--- config.mk ---
export PLATFORM = sky130hd
export DESIGN_NAME = request_window_controller
export DESIGN_NICKNAME = d
export VERILOG_FILES = /design/src/rtl/rwc_pkg.sv /design/src/rtl/request_window_controller.sv /design/src/rtl/rwc_demand.sv
export SDC_FILE = /design/constraint.sdc
export NUM_CORES = 2
export LEC_CHECK = 0
export BUFFER_PORTS_ARGS = -buffer_cell sky130_fd_sc_hd__buf_2
export CAP_MARGIN = 20
export CORE_MARGIN = 1
export CORE_UTILIZATION = 41
export DETAILED_ROUTE_END_ITERATION = 6
export PLACE_DENSITY = 0.69
export SLEW_MARGIN = 30
export SYNTH_ARGS = -nofsm -noshare
export SYNTH_HDL_FRONTEND = slang
export SYNTH_SLANG_ARGS = --single-unit
--- constraint.sdc ---
create_clock -name aclk -period 7.84 [get_ports aclk]
set_input_delay 1.568 -clock aclk [delete_from_list [all_inputs] [get_ports aclk]]
set_output_delay 1.568 -clock aclk [all_outputs]
set_load 0.05 [all_outputs]
--- src/rtl/rwc_pkg.sv ---
`timescale 1ns / 1ps
// ----------------------------------------------------------------------------
// rwc_pkg: request window controller shared definitions
// Event codes, reset constants, fixed-point divider constants and the
// structs passed between the demand pipeline and the window state.
// ----------------------------------------------------------------------------
package rwc_pkg;

    typedef enum logic [3:0] {
        OP_INCREMENT    = 4'd0,
        OP_DECREMENT    = 4'd1,
        OP_BURST        = 4'd2,
        OP_WITHHOLD     = 4'd3,
        OP_MARK_LOWER   = 4'd4,
        OP_DELAY_UPDATE = 4'd5,
        OP_RATE_UPDATE  = 4'd6,
        OP_INITIALIZE   = 4'd7,
        OP_CLEAR        = 4'd8
    } op_t;

    localparam int unsigned UPPER_FACTOR_DEF = 8;

    localparam logic [7:0]  MIN_WINDOW_RST = 8'd6;
    localparam logic [15:0] RESET_UPPER    = 16'(10 * int'(MIN_WINDOW_RST));
    localparam logic [15:0] CLEAR_UPPER    = 16'd30;

    // demand fits 13 bits, which is also its saturation point (8191)
    localparam int unsigned DEMAND_W = 13;

    // ceil(S / 480) = floor((S + 479) * 139811 / 2^26), exact for S < 2^17
    localparam int unsigned PERIOD_BIAS  = 479;
    localparam int unsigned PERIOD_RECIP = 139811;
    localparam int unsigned PERIOD_SHIFT = 26;
    localparam int unsigned PERIOD_Q_W   = 10;

    // ceil(P / 4096000) = ceil(ceil(P / 4096) / 1000)
    // ceil(Q / 1000) = floor((Q + 999) * 2147484 / 2^31), exact for Q < 2^22
    localparam int unsigned RATE_FRAC_BITS = 12;
    localparam int unsigned RATE_BIAS      = 999;
    localparam int unsigned RATE_RECIP     = 2147484;
    localparam int unsigned RATE_SHIFT     = 31;

    typedef struct packed {
        op_t         op;
        logic [15:0] value;
    } item_t;

    typedef struct packed {
        item_t               item;
        logic [DEMAND_W-1:0] lower;
        logic [15:0]         upper;
    } dmd_t;

endpackage

--- src/rtl/request_window_controller.sv ---
`timescale 1ns / 1ps
// ----------------------------------------------------------------------------
// request_window_controller: outstanding request window control
// Counts outstanding requests against a window limit and adapts the
// window bounds to the delay statistics and the target rate.
// ----------------------------------------------------------------------------
// Takes one event request per cycle while s_ready is high and returns one
// result per request, in order: ok plus the outstanding count, window,
// lower and upper bound after the event. The demand pipeline (sum, rate
// product, reciprocal divide, clamp) sits ahead of the state update, which
// is a single register stage, so each request sees the state left by the
// one before it. Results sit in an output register; while it holds an
// untaken result the pipeline keeps accepting requests until its four
// stages are full. min_window is written through cfg_wr_en/cfg_wr_data and
// should change only while no request is in flight.
// ----------------------------------------------------------------------------
module request_window_controller #(
    parameter int unsigned UPPER_FACTOR = rwc_pkg::UPPER_FACTOR_DEF
) (
    input  logic        aclk,
    input  logic        aresetn,
    input  logic        cfg_wr_en,
    input  logic [7:0]  cfg_wr_data,
    input  logic        s_valid,
    output logic        s_ready,
    input  logic [3:0]  s_op,
    input  logic [15:0] s_value,
    input  logic [15:0] s_rate,
    input  logic [15:0] s_delay_avg,
    input  logic [15:0] s_delay_dev,
    output logic        m_valid,
    input  logic        m_ready,
    output logic        m_ok,
    output logic [15:0] m_outstanding,
    output logic [15:0] m_window,
    output logic [15:0] m_lower_bound,
    output logic [15:0] m_upper_bound
);

    rwc_pkg::item_t s_item;
    rwc_pkg::dmd_t  dmd;
    logic           dmd_valid;
    logic           dmd_ready;
    logic           load;

    // config and window state; the state registers also drive the outputs
    logic [7:0]  min_window_reg;
    logic [15:0] outstanding_reg, outstanding_next;
    logic [15:0] window_reg, window_next;
    logic [15:0] lower_reg, lower_next;
    logic [15:0] upper_reg, upper_next;
    logic        started_reg, started_next;
    logic        pinned_reg, pinned_next;
    logic        ok_reg, ok_next;
    logic        m_valid_reg;

    // limit update terms
    logic [15:0] min16;
    logic [15:0] nl16;
    logic [15:0] lower_src;
    logic        pinned_src;
    logic        lim_changed;
    logic [15:0] ap_lower, ap_upper, ap_window;
    logic [15:0] lower_cand;

    // burst / withhold / initialize terms
    logic [16:0] burst_half, burst_want;
    logic [16:0] wh_gap, wh_shrink, wh_want;
    logic [15:0] init_upper;

    // with inverted bounds, values under lo give lo and all others give hi
    function automatic logic [15:0] clamp_win(input logic [16:0] want,
                                              input logic [15:0] lo,
                                              input logic [15:0] hi);
        logic [15:0] res;
        if (want < {1'b0, lo}) begin
            res = lo;
        end else if (want > {1'b0, hi}) begin
            res = hi;
        end else begin
            res = want[15:0];
        end
        return res;
    endfunction

    assign s_item.op    = rwc_pkg::op_t'(s_op);
    assign s_item.value = s_value;

    rwc_demand #(
        .UPPER_FACTOR (UPPER_FACTOR)
    ) u_demand (
        .aclk         (aclk),
        .aresetn      (aresetn),
        .in_valid     (s_valid),
        .in_ready     (s_ready),
        .in_item      (s_item),
        .in_rate      (s_rate),
        .in_delay_avg (s_delay_avg),
        .in_delay_dev (s_delay_dev),
        .min_window   (min_window_reg),
        .out_valid    (dmd_valid),
        .out_ready    (dmd_ready),
        .out_dmd      (dmd)
    );

    // output register takes a new result when empty or being drained
    assign dmd_ready = !m_valid_reg || m_ready;
    assign load      = dmd_valid && dmd_ready;

    // applying limits: mark_lower applies on top of its own lower bound
    always_comb begin
        min16      = {8'd0, min_window_reg};
        nl16       = 16'(dmd.lower);
        lower_src  = (dmd.item.op == rwc_pkg::OP_MARK_LOWER) ? dmd.item.value : lower_reg;
        pinned_src = (dmd.item.op == rwc_pkg::OP_MARK_LOWER) ? 1'b1 : pinned_reg;
        lim_changed = (lower_src != nl16) || (upper_reg != dmd.upper);
        lower_cand = (!pinned_src || nl16 > lower_src) ? nl16 : lower_src;
        if (lim_changed) begin
            ap_lower  = lower_cand;
            ap_upper  = dmd.upper;
            ap_window = (window_reg < lower_cand)
                      ? clamp_win({1'b0, lower_cand}, lower_cand, dmd.upper)
                      : window_reg;
        end else begin
            ap_lower  = lower_src;
            ap_upper  = upper_reg;
            ap_window = window_reg;
        end
    end

    always_comb begin
        burst_half = ({1'b0, window_reg} + 17'd1) >> 1;
        burst_want = {1'b0, window_reg} + burst_half;
        wh_gap     = {1'b0, window_reg} - {1'b0, lower_reg} + 17'd1;
        wh_shrink  = (window_reg >= lower_reg) ? (wh_gap >> 1) : 17'd0;
        wh_want    = {1'b0, window_reg} - wh_shrink;
        init_upper = (dmd.item.value > upper_reg) ? dmd.item.value : upper_reg;
    end

    always_comb begin
        outstanding_next = outstanding_reg;
        window_next      = window_reg;
        lower_next       = lower_reg;
        upper_next       = upper_reg;
        started_next     = started_reg;
        pinned_next      = pinned_reg;
        ok_next          = 1'b1;
        case (dmd.item.op)
            rwc_pkg::OP_INCREMENT: begin
                if (outstanding_reg >= window_reg) begin
                    ok_next = 1'b0;
                end else begin
                    outstanding_next = outstanding_reg + 16'd1;
                end
            end
            rwc_pkg::OP_DECREMENT: begin
                if (outstanding_reg == 16'd0) begin
                    ok_next = 1'b0;
                end else begin
                    outstanding_next = outstanding_reg - 16'd1;
                end
            end
            rwc_pkg::OP_BURST: begin
                if (started_reg) begin
                    window_next = clamp_win(burst_want, lower_reg, upper_reg);
                end else begin
                    ok_next = 1'b0;
                end
            end
            rwc_pkg::OP_WITHHOLD: begin
                if (started_reg && wh_shrink != 17'd0) begin
                    window_next = clamp_win(wh_want, lower_reg, upper_reg);
                end else begin
                    ok_next = 1'b0;
                end
            end
            rwc_pkg::OP_MARK_LOWER: begin
                pinned_next = 1'b1;
                lower_next  = ap_lower;
                upper_next  = ap_upper;
                window_next = ap_window;
            end
            rwc_pkg::OP_DELAY_UPDATE: begin
                if (started_reg) begin
                    lower_next  = ap_lower;
                    upper_next  = ap_upper;
                    window_next = ap_window;
                end
            end
            rwc_pkg::OP_RATE_UPDATE: begin
                started_next = 1'b1;
                lower_next   = ap_lower;
                upper_next   = ap_upper;
                window_next  = ap_window;
            end
            rwc_pkg::OP_INITIALIZE: begin
                lower_next  = min16;
                upper_next  = init_upper;
                window_next = clamp_win({1'b0, dmd.item.value}, min16, init_upper);
            end
            rwc_pkg::OP_CLEAR: begin
                started_next     = 1'b0;
                pinned_next      = 1'b0;
                outstanding_next = 16'd0;
                lower_next       = min16;
                window_next      = min16;
                upper_next       = rwc_pkg::CLEAR_UPPER;
            end
            default: begin
                ok_next = 1'b0;
            end
        endcase
    end

    always_ff @(posedge aclk) begin
        if (!aresetn) begin
            min_window_reg  <= rwc_pkg::MIN_WINDOW_RST;
            outstanding_reg <= '0;
            window_reg      <= {8'd0, rwc_pkg::MIN_WINDOW_RST};
            lower_reg       <= {8'd0, rwc_pkg::MIN_WINDOW_RST};
            upper_reg       <= rwc_pkg::RESET_UPPER;
            started_reg     <= 1'b0;
            pinned_reg      <= 1'b0;
            ok_reg          <= 1'b0;
            m_valid_reg     <= 1'b0;
        end else begin
            if (cfg_wr_en) begin
                min_window_reg <= cfg_wr_data;
            end
            if (load) begin
                outstanding_reg <= outstanding_next;
                window_reg      <= window_next;
                lower_reg       <= lower_next;
                upper_reg       <= upper_next;
                started_reg     <= started_next;
                pinned_reg      <= pinned_next;
                ok_reg          <= ok_next;
                m_valid_reg     <= 1'b1;
            end else if (m_ready) begin
                m_valid_reg <= 1'b0;
            end
        end
    end

    assign m_valid       = m_valid_reg;
    assign m_ok          = ok_reg;
    assign m_outstanding = outstanding_reg;
    assign m_window      = window_reg;
    assign m_lower_bound = lower_reg;
    assign m_upper_bound = upper_reg;

`ifndef ASSERT_OFF
    // back-pressure on the input only comes from a stalled result
    a_stall_source: assert property (@(posedge aclk) disable iff (!aresetn)
        !s_ready |-> (m_valid_reg && !m_ready))
        else $error("input stalled without a stalled result");

    // a refused request leaves count and bounds alone
    a_refused_no_change: assert property (@(posedge aclk) disable iff (!aresetn)
        (load && !ok_next) |=> ($stable(outstanding_reg) && $stable(window_reg)
                                && $stable(lower_reg) && $stable(upper_reg)))
        else $error("refused request changed window state");

    // started drops only on clear
    a_started_hold: assert property (@(posedge aclk) disable iff (!aresetn)
        (started_reg && !(load && dmd.item.op == rwc_pkg::OP_CLEAR)) |=> started_reg)
        else $error("started flag dropped without clear");

    // state moves only when a result is loaded
    a_state_on_load: assert property (@(posedge aclk) disable iff (!aresetn)
        !load |=> ($stable(outstanding_reg) && $stable(window_reg)
                   && $stable(lower_reg) && $stable(upper_reg)))
        else $error("window state changed without a result");
`endif

endmodule

--- src/rtl/rwc_demand.sv ---
`timescale 1ns / 1ps
// ----------------------------------------------------------------------------
// rwc_demand: interest demand pipeline
// Four-stage pipeline that carries each request and computes the demand
// and upper bound it would apply, from the delay and rate statistics.
// ----------------------------------------------------------------------------
module rwc_demand #(
    parameter int unsigned UPPER_FACTOR = rwc_pkg::UPPER_FACTOR_DEF
) (
    input  logic               aclk,
    input  logic               aresetn,
    input  logic               in_valid,
    output logic               in_ready,
    input  rwc_pkg::item_t     in_item,
    input  logic [15:0]        in_rate,
    input  logic [15:0]        in_delay_avg,
    input  logic [15:0]        in_delay_dev,
    input  logic [7:0]         min_window,
    output logic               out_valid,
    input  logic               out_ready,
    output rwc_pkg::dmd_t      out_dmd
);

    localparam int unsigned DW       = rwc_pkg::DEMAND_W;
    localparam int unsigned FACTOR_W = $clog2(UPPER_FACTOR + 1);
    localparam int unsigned PROD_W   = DW + FACTOR_W;
    localparam int unsigned NU_W     = (PROD_W > 17) ? PROD_W : 17;
    localparam int unsigned PQW      = rwc_pkg::PERIOD_Q_W;

    // statistics, updated as requests enter
    logic [15:0] rate_reg, rate_next;
    logic [15:0] avg_reg, avg_next;
    logic [15:0] dev_reg, dev_next;

    logic accept;

    // stage A: operands
    logic            va_reg;
    rwc_pkg::item_t  item_a_reg;
    logic [16:0]     sum_a_reg, sum_a_next;
    logic [15:0]     rate_a_reg;
    logic            avgz_a_reg, avgz_a_next;

    // stage B: products
    logic            vb_reg;
    rwc_pkg::item_t  item_b_reg;
    logic [32:0]     prod_b_reg, prod_b_next;
    logic [PQW-1:0]  perq_b_reg, perq_b_next;
    logic            rzero_b_reg, rzero_b_next;
    logic            avgz_b_reg;
    logic [17:0]     period_x;
    logic [35:0]     period_prod;

    // stage C: rate quotient
    logic            vc_reg;
    rwc_pkg::item_t  item_c_reg;
    logic [DW-1:0]   rateq_c_reg, rateq_c_next;
    logic [PQW-1:0]  perq_c_reg;
    logic            rzero_c_reg;
    logic            avgz_c_reg;
    logic [21:0]     rate_ceil;
    logic [21:0]     rate_x;
    logic [43:0]     rate_prod;

    // stage D: bounds
    logic            vd_reg;
    rwc_pkg::item_t  item_d_reg;
    logic [DW-1:0]   nl_d_reg, nl_d_next;
    logic [15:0]     nu_d_reg, nu_d_next;
    logic [DW-1:0]   raw_d;
    logic [DW-1:0]   min_d;
    logic [NU_W-1:0] nu_full;

    logic en_a, en_b, en_c, en_d;

    assign en_d     = !vd_reg || out_ready;
    assign en_c     = !vc_reg || en_d;
    assign en_b     = !vb_reg || en_c;
    assign en_a     = !va_reg || en_b;
    assign in_ready = en_a;
    assign accept   = in_valid && en_a;

    // a rate update uses its own rate, a delay update its own delays
    always_comb begin
        rate_next = rate_reg;
        avg_next  = avg_reg;
        dev_next  = dev_reg;
        if (accept && in_item.op == rwc_pkg::OP_RATE_UPDATE) begin
            rate_next = in_rate;
        end
        if (accept && in_item.op == rwc_pkg::OP_DELAY_UPDATE) begin
            avg_next = in_delay_avg;
            dev_next = in_delay_dev;
        end
        sum_a_next  = {1'b0, avg_next} + {1'b0, dev_next};
        avgz_a_next = (avg_next == 16'd0);
    end

    always_comb begin
        prod_b_next  = 33'(sum_a_reg) * 33'(rate_a_reg);
        period_x     = {1'b0, sum_a_reg} + 18'(rwc_pkg::PERIOD_BIAS);
        period_prod  = 36'(period_x) * 36'(rwc_pkg::PERIOD_RECIP);
        perq_b_next  = period_prod[rwc_pkg::PERIOD_SHIFT +: PQW];
        rzero_b_next = (rate_a_reg == 16'd0);
    end

    always_comb begin
        rate_ceil    = 22'(prod_b_reg[32:rwc_pkg::RATE_FRAC_BITS])
                     + 22'(|prod_b_reg[rwc_pkg::RATE_FRAC_BITS-1:0]);
        rate_x       = rate_ceil + 22'(rwc_pkg::RATE_BIAS);
        rate_prod    = 44'(rate_x) * 44'(rwc_pkg::RATE_RECIP);
        rateq_c_next = rate_prod[rwc_pkg::RATE_SHIFT +: DW];
    end

    // 13-bit demand cannot pass 8191, so saturation is implicit
    always_comb begin
        min_d = DW'(min_window);
        if (avgz_c_reg) begin
            raw_d = min_d;
        end else if (rzero_c_reg) begin
            raw_d = DW'(perq_c_reg);
        end else begin
            raw_d = rateq_c_reg;
        end
        nl_d_next = (raw_d < min_d) ? min_d : raw_d;
        nu_full   = NU_W'(nl_d_next) * NU_W'(UPPER_FACTOR);
        nu_d_next = (nu_full > NU_W'(16'hFFFF)) ? 16'hFFFF : nu_full[15:0];
    end

    always_ff @(posedge aclk) begin
        if (!aresetn) begin
            rate_reg <= '0;
            avg_reg  <= '0;
            dev_reg  <= '0;
            va_reg   <= 1'b0;
            vb_reg   <= 1'b0;
            vc_reg   <= 1'b0;
            vd_reg   <= 1'b0;
        end else begin
            rate_reg <= rate_next;
            avg_reg  <= avg_next;
            dev_reg  <= dev_next;
            if (en_a) va_reg <= in_valid;
            if (en_b) vb_reg <= va_reg;
            if (en_c) vc_reg <= vb_reg;
            if (en_d) vd_reg <= vc_reg;
        end
    end

    always_ff @(posedge aclk) begin
        if (en_a) begin
            item_a_reg <= in_item;
            sum_a_reg  <= sum_a_next;
            rate_a_reg <= rate_next;
            avgz_a_reg <= avgz_a_next;
        end
        if (en_b) begin
            item_b_reg  <= item_a_reg;
            prod_b_reg  <= prod_b_next;
            perq_b_reg  <= perq_b_next;
            rzero_b_reg <= rzero_b_next;
            avgz_b_reg  <= avgz_a_reg;
        end
        if (en_c) begin
            item_c_reg  <= item_b_reg;
            rateq_c_reg <= rateq_c_next;
            perq_c_reg  <= perq_b_reg;
            rzero_c_reg <= rzero_b_reg;
            avgz_c_reg  <= avgz_b_reg;
        end
        if (en_d) begin
            item_d_reg <= item_c_reg;
            nl_d_reg   <= nl_d_next;
            nu_d_reg   <= nu_d_next;
        end
    end

    assign out_valid     = vd_reg;
    assign out_dmd.item  = item_d_reg;
    assign out_dmd.lower = nl_d_reg;
    assign out_dmd.upper = nu_d_reg;

endmodule

==> impl_metrics.ini <==
[status]
outcome = finished, violations left
failed_checks = design-rule violations

[drt]
aggregate_routed_wire_length_um = 116000
number_of_optimization_iterations_in_the_first_detailed_route_pass = 7
detailedRoute.firstIterationViolations = 2675
post_drt_via_cell_ratio = 5.59
routed-via-count = 32400
post-route-drc-count = 9
drtAntennaViolNets = 0
detail_route.wl_per_cell_um = 20.0

[cts]
cts-buffers-inserted = 38
clock_tree_from_tritoncts = built
path_clk_slew_ns = 0.06
sink_count_of_the_clock_tree = 325
number_of_levels_in_the_clock_h_tree = 2
worstSkewPairLatency_ns = 0.59
clk_tree_root_cell = sky130_fd_sc_hd__clkbuf_16
ctsLongestPathBuffers = 3

[place]
dpl_cell_area_um2 = 43300
gp_congestion = 1.07
dp.final_hpwl_um = 94100
io_buffer_count = 147

[global_routing]
number_of_antenna_violations_at_the_first_check_in_global_routing = 2
global_route.peak_usage_layer = met2
grt.met2_usage = 0.391
grt_pass1_vias = 32700
pin_count_of_the_biggest_net_entering_global_routing = 68
grt_first_pass_wirelength_um = 182000
grt_util_met3 = 0.0331
grtUsageTotal = 0.233
total_overflow_reported_by_the_global_router = 0
globalRouteMet1Util = 0.294

[layout]
design.final.nets = 5620
num_antenna_cells = 0
share_of_cells_above_drive_strength_1 = 0.119
layout-area-overhead-vs-synth_pct = 11.7
stdcell_area_um2 = 45000
flip_flop_count_of_the_largest_register_all_copies_and_words_added = 33

[synthesis]
sequential_share_of_the_synthesized_area = 0.210
synthDominantCellAreaShare = 0.214
synth_cells = 4270
yosys.cell_types.count = 101
synthesis.nets = 5394
yosys_reg_bits = 325
mappedNetlistArea_um2 = 40300
synth_enable_flop_cells = 197
synth_ff_type = sky130_fd_sc_hd__edfxtp_1
synth.avg_cell_area_um2 = 9.44
largest_cells_by_area_after_synthesis = sky130_fd_sc_hd__ha_1 (21%), sky130_fd_sc_hd__fa_1 (18%), sky130_fd_sc_hd__edfxtp_1 (15%), sky130_fd_sc_hd__dfxtp_1 (6.4%), sky130_fd_sc_hd__inv_1 (6.2%)
ys.warnings.count = 0
ys_async_sr_fraction = 0
synth.largest_area_cell = sky130_fd_sc_hd__ha_1

[worst_setup_path]
cpLargestDelayFamily = adder cells
cp.required_ns = 8.14
crit_path_frequent_cell = sky130_fd_sc_hd__fa_1
timing.critical_path.slowest_stage_cell = sky130_fd_sc_hd__fa_1
crit_fanout = 3
critical_path.n_buffers_inverters = 7
critical_path.max_stage_delay_ns = 0.52
cp_data_arrival_time_ns = 8.13
crit_end_element = flip-flop
timing.critical_path.from_type = flip-flop
critical_path_class = reg -> reg

[die]
die_w_um = 315
die-height_um = 315
row_count = 114
die_area_um2 = 99500
core_area_um2 = 97000
initial_utilization = 0.415
number_of_primary_i_o_pins = 148

[sta]
clock_skew_ns = 0.0279
timing.slew.headroom = 0.328
max_slew_violation_count = 0
timing_worst_slew_pin_value_ns = 1.01
timing.setup.tns_ns = 0
unrepaired_setup_endpoints_after_global_routing = true
fin_crit_sh = 0.998
layout_min_cycle_time_ns = 7.83
setup-violations-final = 0
report.final.hold_viol_count = 0
fmax_mhz = 128

[worst_hold_path]
min_path_type = reg -> reg

[power_and_ir_drop]
irDropWorstVdd_mv = 0.214
power.total_mw = 8.64
static-leakage-power_nw = 22.5
power_density_nw_per_um2 = 192

[job]
count_of_max_cap_constraint_violations = 0
-- cell type report --
| cell class | instances | area [µm²] |
|---|---|---|
| Fill cell | 9167 | 52000 |
| Multi-Input combinational cell | 3155 | 29200 |
| Sequential cell | 325 | 8480 |
| Inverter | 664 | 2490 |
| Timing Repair Buffer | 312 | 1980 |
| Tap cell | 1276 | 1600 |
| Clock buffer | 46 | 1040 |
| Clock inverter | 24 | 248 |
-- synthesized netlist by cell type, types with 10 or more instances --
| cell | instances |
|---|---|
| sky130_fd_sc_hd__o21a_1 | 33 |
| sky130_fd_sc_hd__o221ai_1 | 16 |
| sky130_fd_sc_hd__nand4_1 | 46 |
| sky130_fd_sc_hd__a21o_1 | 95 |
| sky130_fd_sc_hd__o211ai_1 | 27 |
| sky130_fd_sc_hd__and4_1 | 12 |
| sky130_fd_sc_hd__dfxtp_1 | 128 |
| sky130_fd_sc_hd__fa_1 | 355 |
| sky130_fd_sc_hd__nor4_1 | 25 |
| sky130_fd_sc_hd__o21bai_1 | 15 |
| sky130_fd_sc_hd__xor2_1 | 42 |
| sky130_fd_sc_hd__and2_1 | 164 |
| sky130_fd_sc_hd__clkbuf_1 | 105 |
| sky130_fd_sc_hd__nor2b_1 | 24 |
| sky130_fd_sc_hd__nand2_1 | 310 |
| sky130_fd_sc_hd__nor3_1 | 77 |
| sky130_fd_sc_hd__xnor2_1 | 119 |
| sky130_fd_sc_hd__nand2b_1 | 19 |
| sky130_fd_sc_hd__a211oi_1 | 27 |
| sky130_fd_sc_hd__nor2_1 | 234 |
| sky130_fd_sc_hd__inv_1 | 663 |
| sky130_fd_sc_hd__or2_2 | 11 |
| sky130_fd_sc_hd__ha_1 | 688 |
| sky130_fd_sc_hd__a21oi_1 | 205 |
| sky130_fd_sc_hd__mux2_2 | 36 |
| sky130_fd_sc_hd__o22a_1 | 10 |
| sky130_fd_sc_hd__a311oi_1 | 15 |
| sky130_fd_sc_hd__and3_1 | 21 |
| sky130_fd_sc_hd__a22oi_1 | 11 |
| sky130_fd_sc_hd__a31oi_1 | 20 |
| sky130_fd_sc_hd__nand3_1 | 80 |
| sky130_fd_sc_hd__or3_1 | 17 |
| sky130_fd_sc_hd__edfxtp_1 | 197 |
| sky130_fd_sc_hd__o21ai_1 | 17 |
| sky130_fd_sc_hd__o211a_1 | 16 |
| sky130_fd_sc_hd__o22ai_1 | 15 |
| sky130_fd_sc_hd__o21ai_0 | 134 |
| sky130_fd_sc_hd__mux2i_1 | 56 |
-- cell usage in the layout, fill, tap and decap left out, types with 39 or more instances in the layout --
master and count:
sky130_fd_sc_hd__buf_4 164, sky130_fd_sc_hd__nor2_1 230, sky130_fd_sc_hd__ha_1 679, sky130_fd_sc_hd__a21o_1 95, sky130_fd_sc_hd__dfxtp_1 127, sky130_fd_sc_hd__a21oi_1 203
sky130_fd_sc_hd__buf_2 147, sky130_fd_sc_hd__nand2_1 309, sky130_fd_sc_hd__nand4_1 46, sky130_fd_sc_hd__mux2i_1 56, sky130_fd_sc_hd__o21ai_0 131, sky130_fd_sc_hd__edfxtp_1 197
sky130_fd_sc_hd__fa_1 353, sky130_fd_sc_hd__and2_1 163, sky130_fd_sc_hd__clkbuf_16 39, sky130_fd_sc_hd__nor3_1 75, sky130_fd_sc_hd__xnor2_1 115, sky130_fd_sc_hd__nand3_1 78
sky130_fd_sc_hd__inv_1 654
-- report_power, final --
part / internal [mW] / total (mW) / switching, mW
logic: 2.05 / 4.78 / 2.72
registers: 1.89 / 2.01 / 0.116
clock network: 1.06 / 1.85 / 0.788
-- cells by family (layout without fill, tap and decap cells) --
logic type                 Yosys count  in the layout  share of synthesized area
DFF                                325            325                      0.210
muxes                               94             94                     0.0246
adders and majority gates         1043           1043                      0.390
xor gates and xnor gates           161            161                     0.0350
and+or+nand+nor                   1072           1072                      0.131
AOI/OAI and AO/OA                  785            785                      0.134
buffers and inverters              790           1046                     0.0748
-- through the flow --
step,setup slack [ns],hold slack (ns),util,std cells
4_1_cts,0.0123,0.411,0.462,5796
3_3_place_gp,-0.220,0.400,0.446,5718
2_1_floorplan,0.0134,0.400,-,4270
3_5_place_dp,-0.338,0.405,0.446,5718
6_report,0.0125,0.413,0.464,5802
5_1_grt,-0.367,0.413,0.464,5802
-- per-layer routing --
layer / wire, µm / vias to the layer above
met5: 0 / -
met4: 6750 / 0
met3: 8120 / 369
met2: 53500 / 1190
met1: 47700 / 15700
li1: - / 15200
-- worst register-to-register path, delay by kind of cell, from the launching register on --
| family | cells | cell delay (ns) |
|---|---|---|
| adders and majority gates | 10 | 3.38 |
| xor gates and xnor gates | 2 | 0.17 |
| and+or+nand+nor | 4 | 0.78 |
| buffers and inverters | 7 | 0.60 |
| DFF | 1 | 0.38 |
| AOI/OAI and AO/OA | 9 | 2.26 |
-- path summary, 6_finish.rpt --
check,from,endpoint,slack (ns),cells after the start
worst max-delay path,u_demand.prod_b_reg[1],u_demand.rateq_c_reg[11],0.01,32
worst min-delay path,u_demand.perq_b_reg[0],u_demand.perq_c_reg[0],0.41,0
worst max register to register,u_demand.prod_b_reg[1],u_demand.rateq_c_reg[11],0.01,32
worst min register to register,u_demand.perq_b_reg[0],u_demand.perq_c_reg[0],0.41,0
-- timing repair --
action | CTS | global route
buffers inserted | 9 | 6
pin swaps | 34 | 34
hold buffers | 0 | 0
setup endpoints to repair | 4 | 11
resized for setup | 25 | 30
Power figures use the tool's default switching activity.
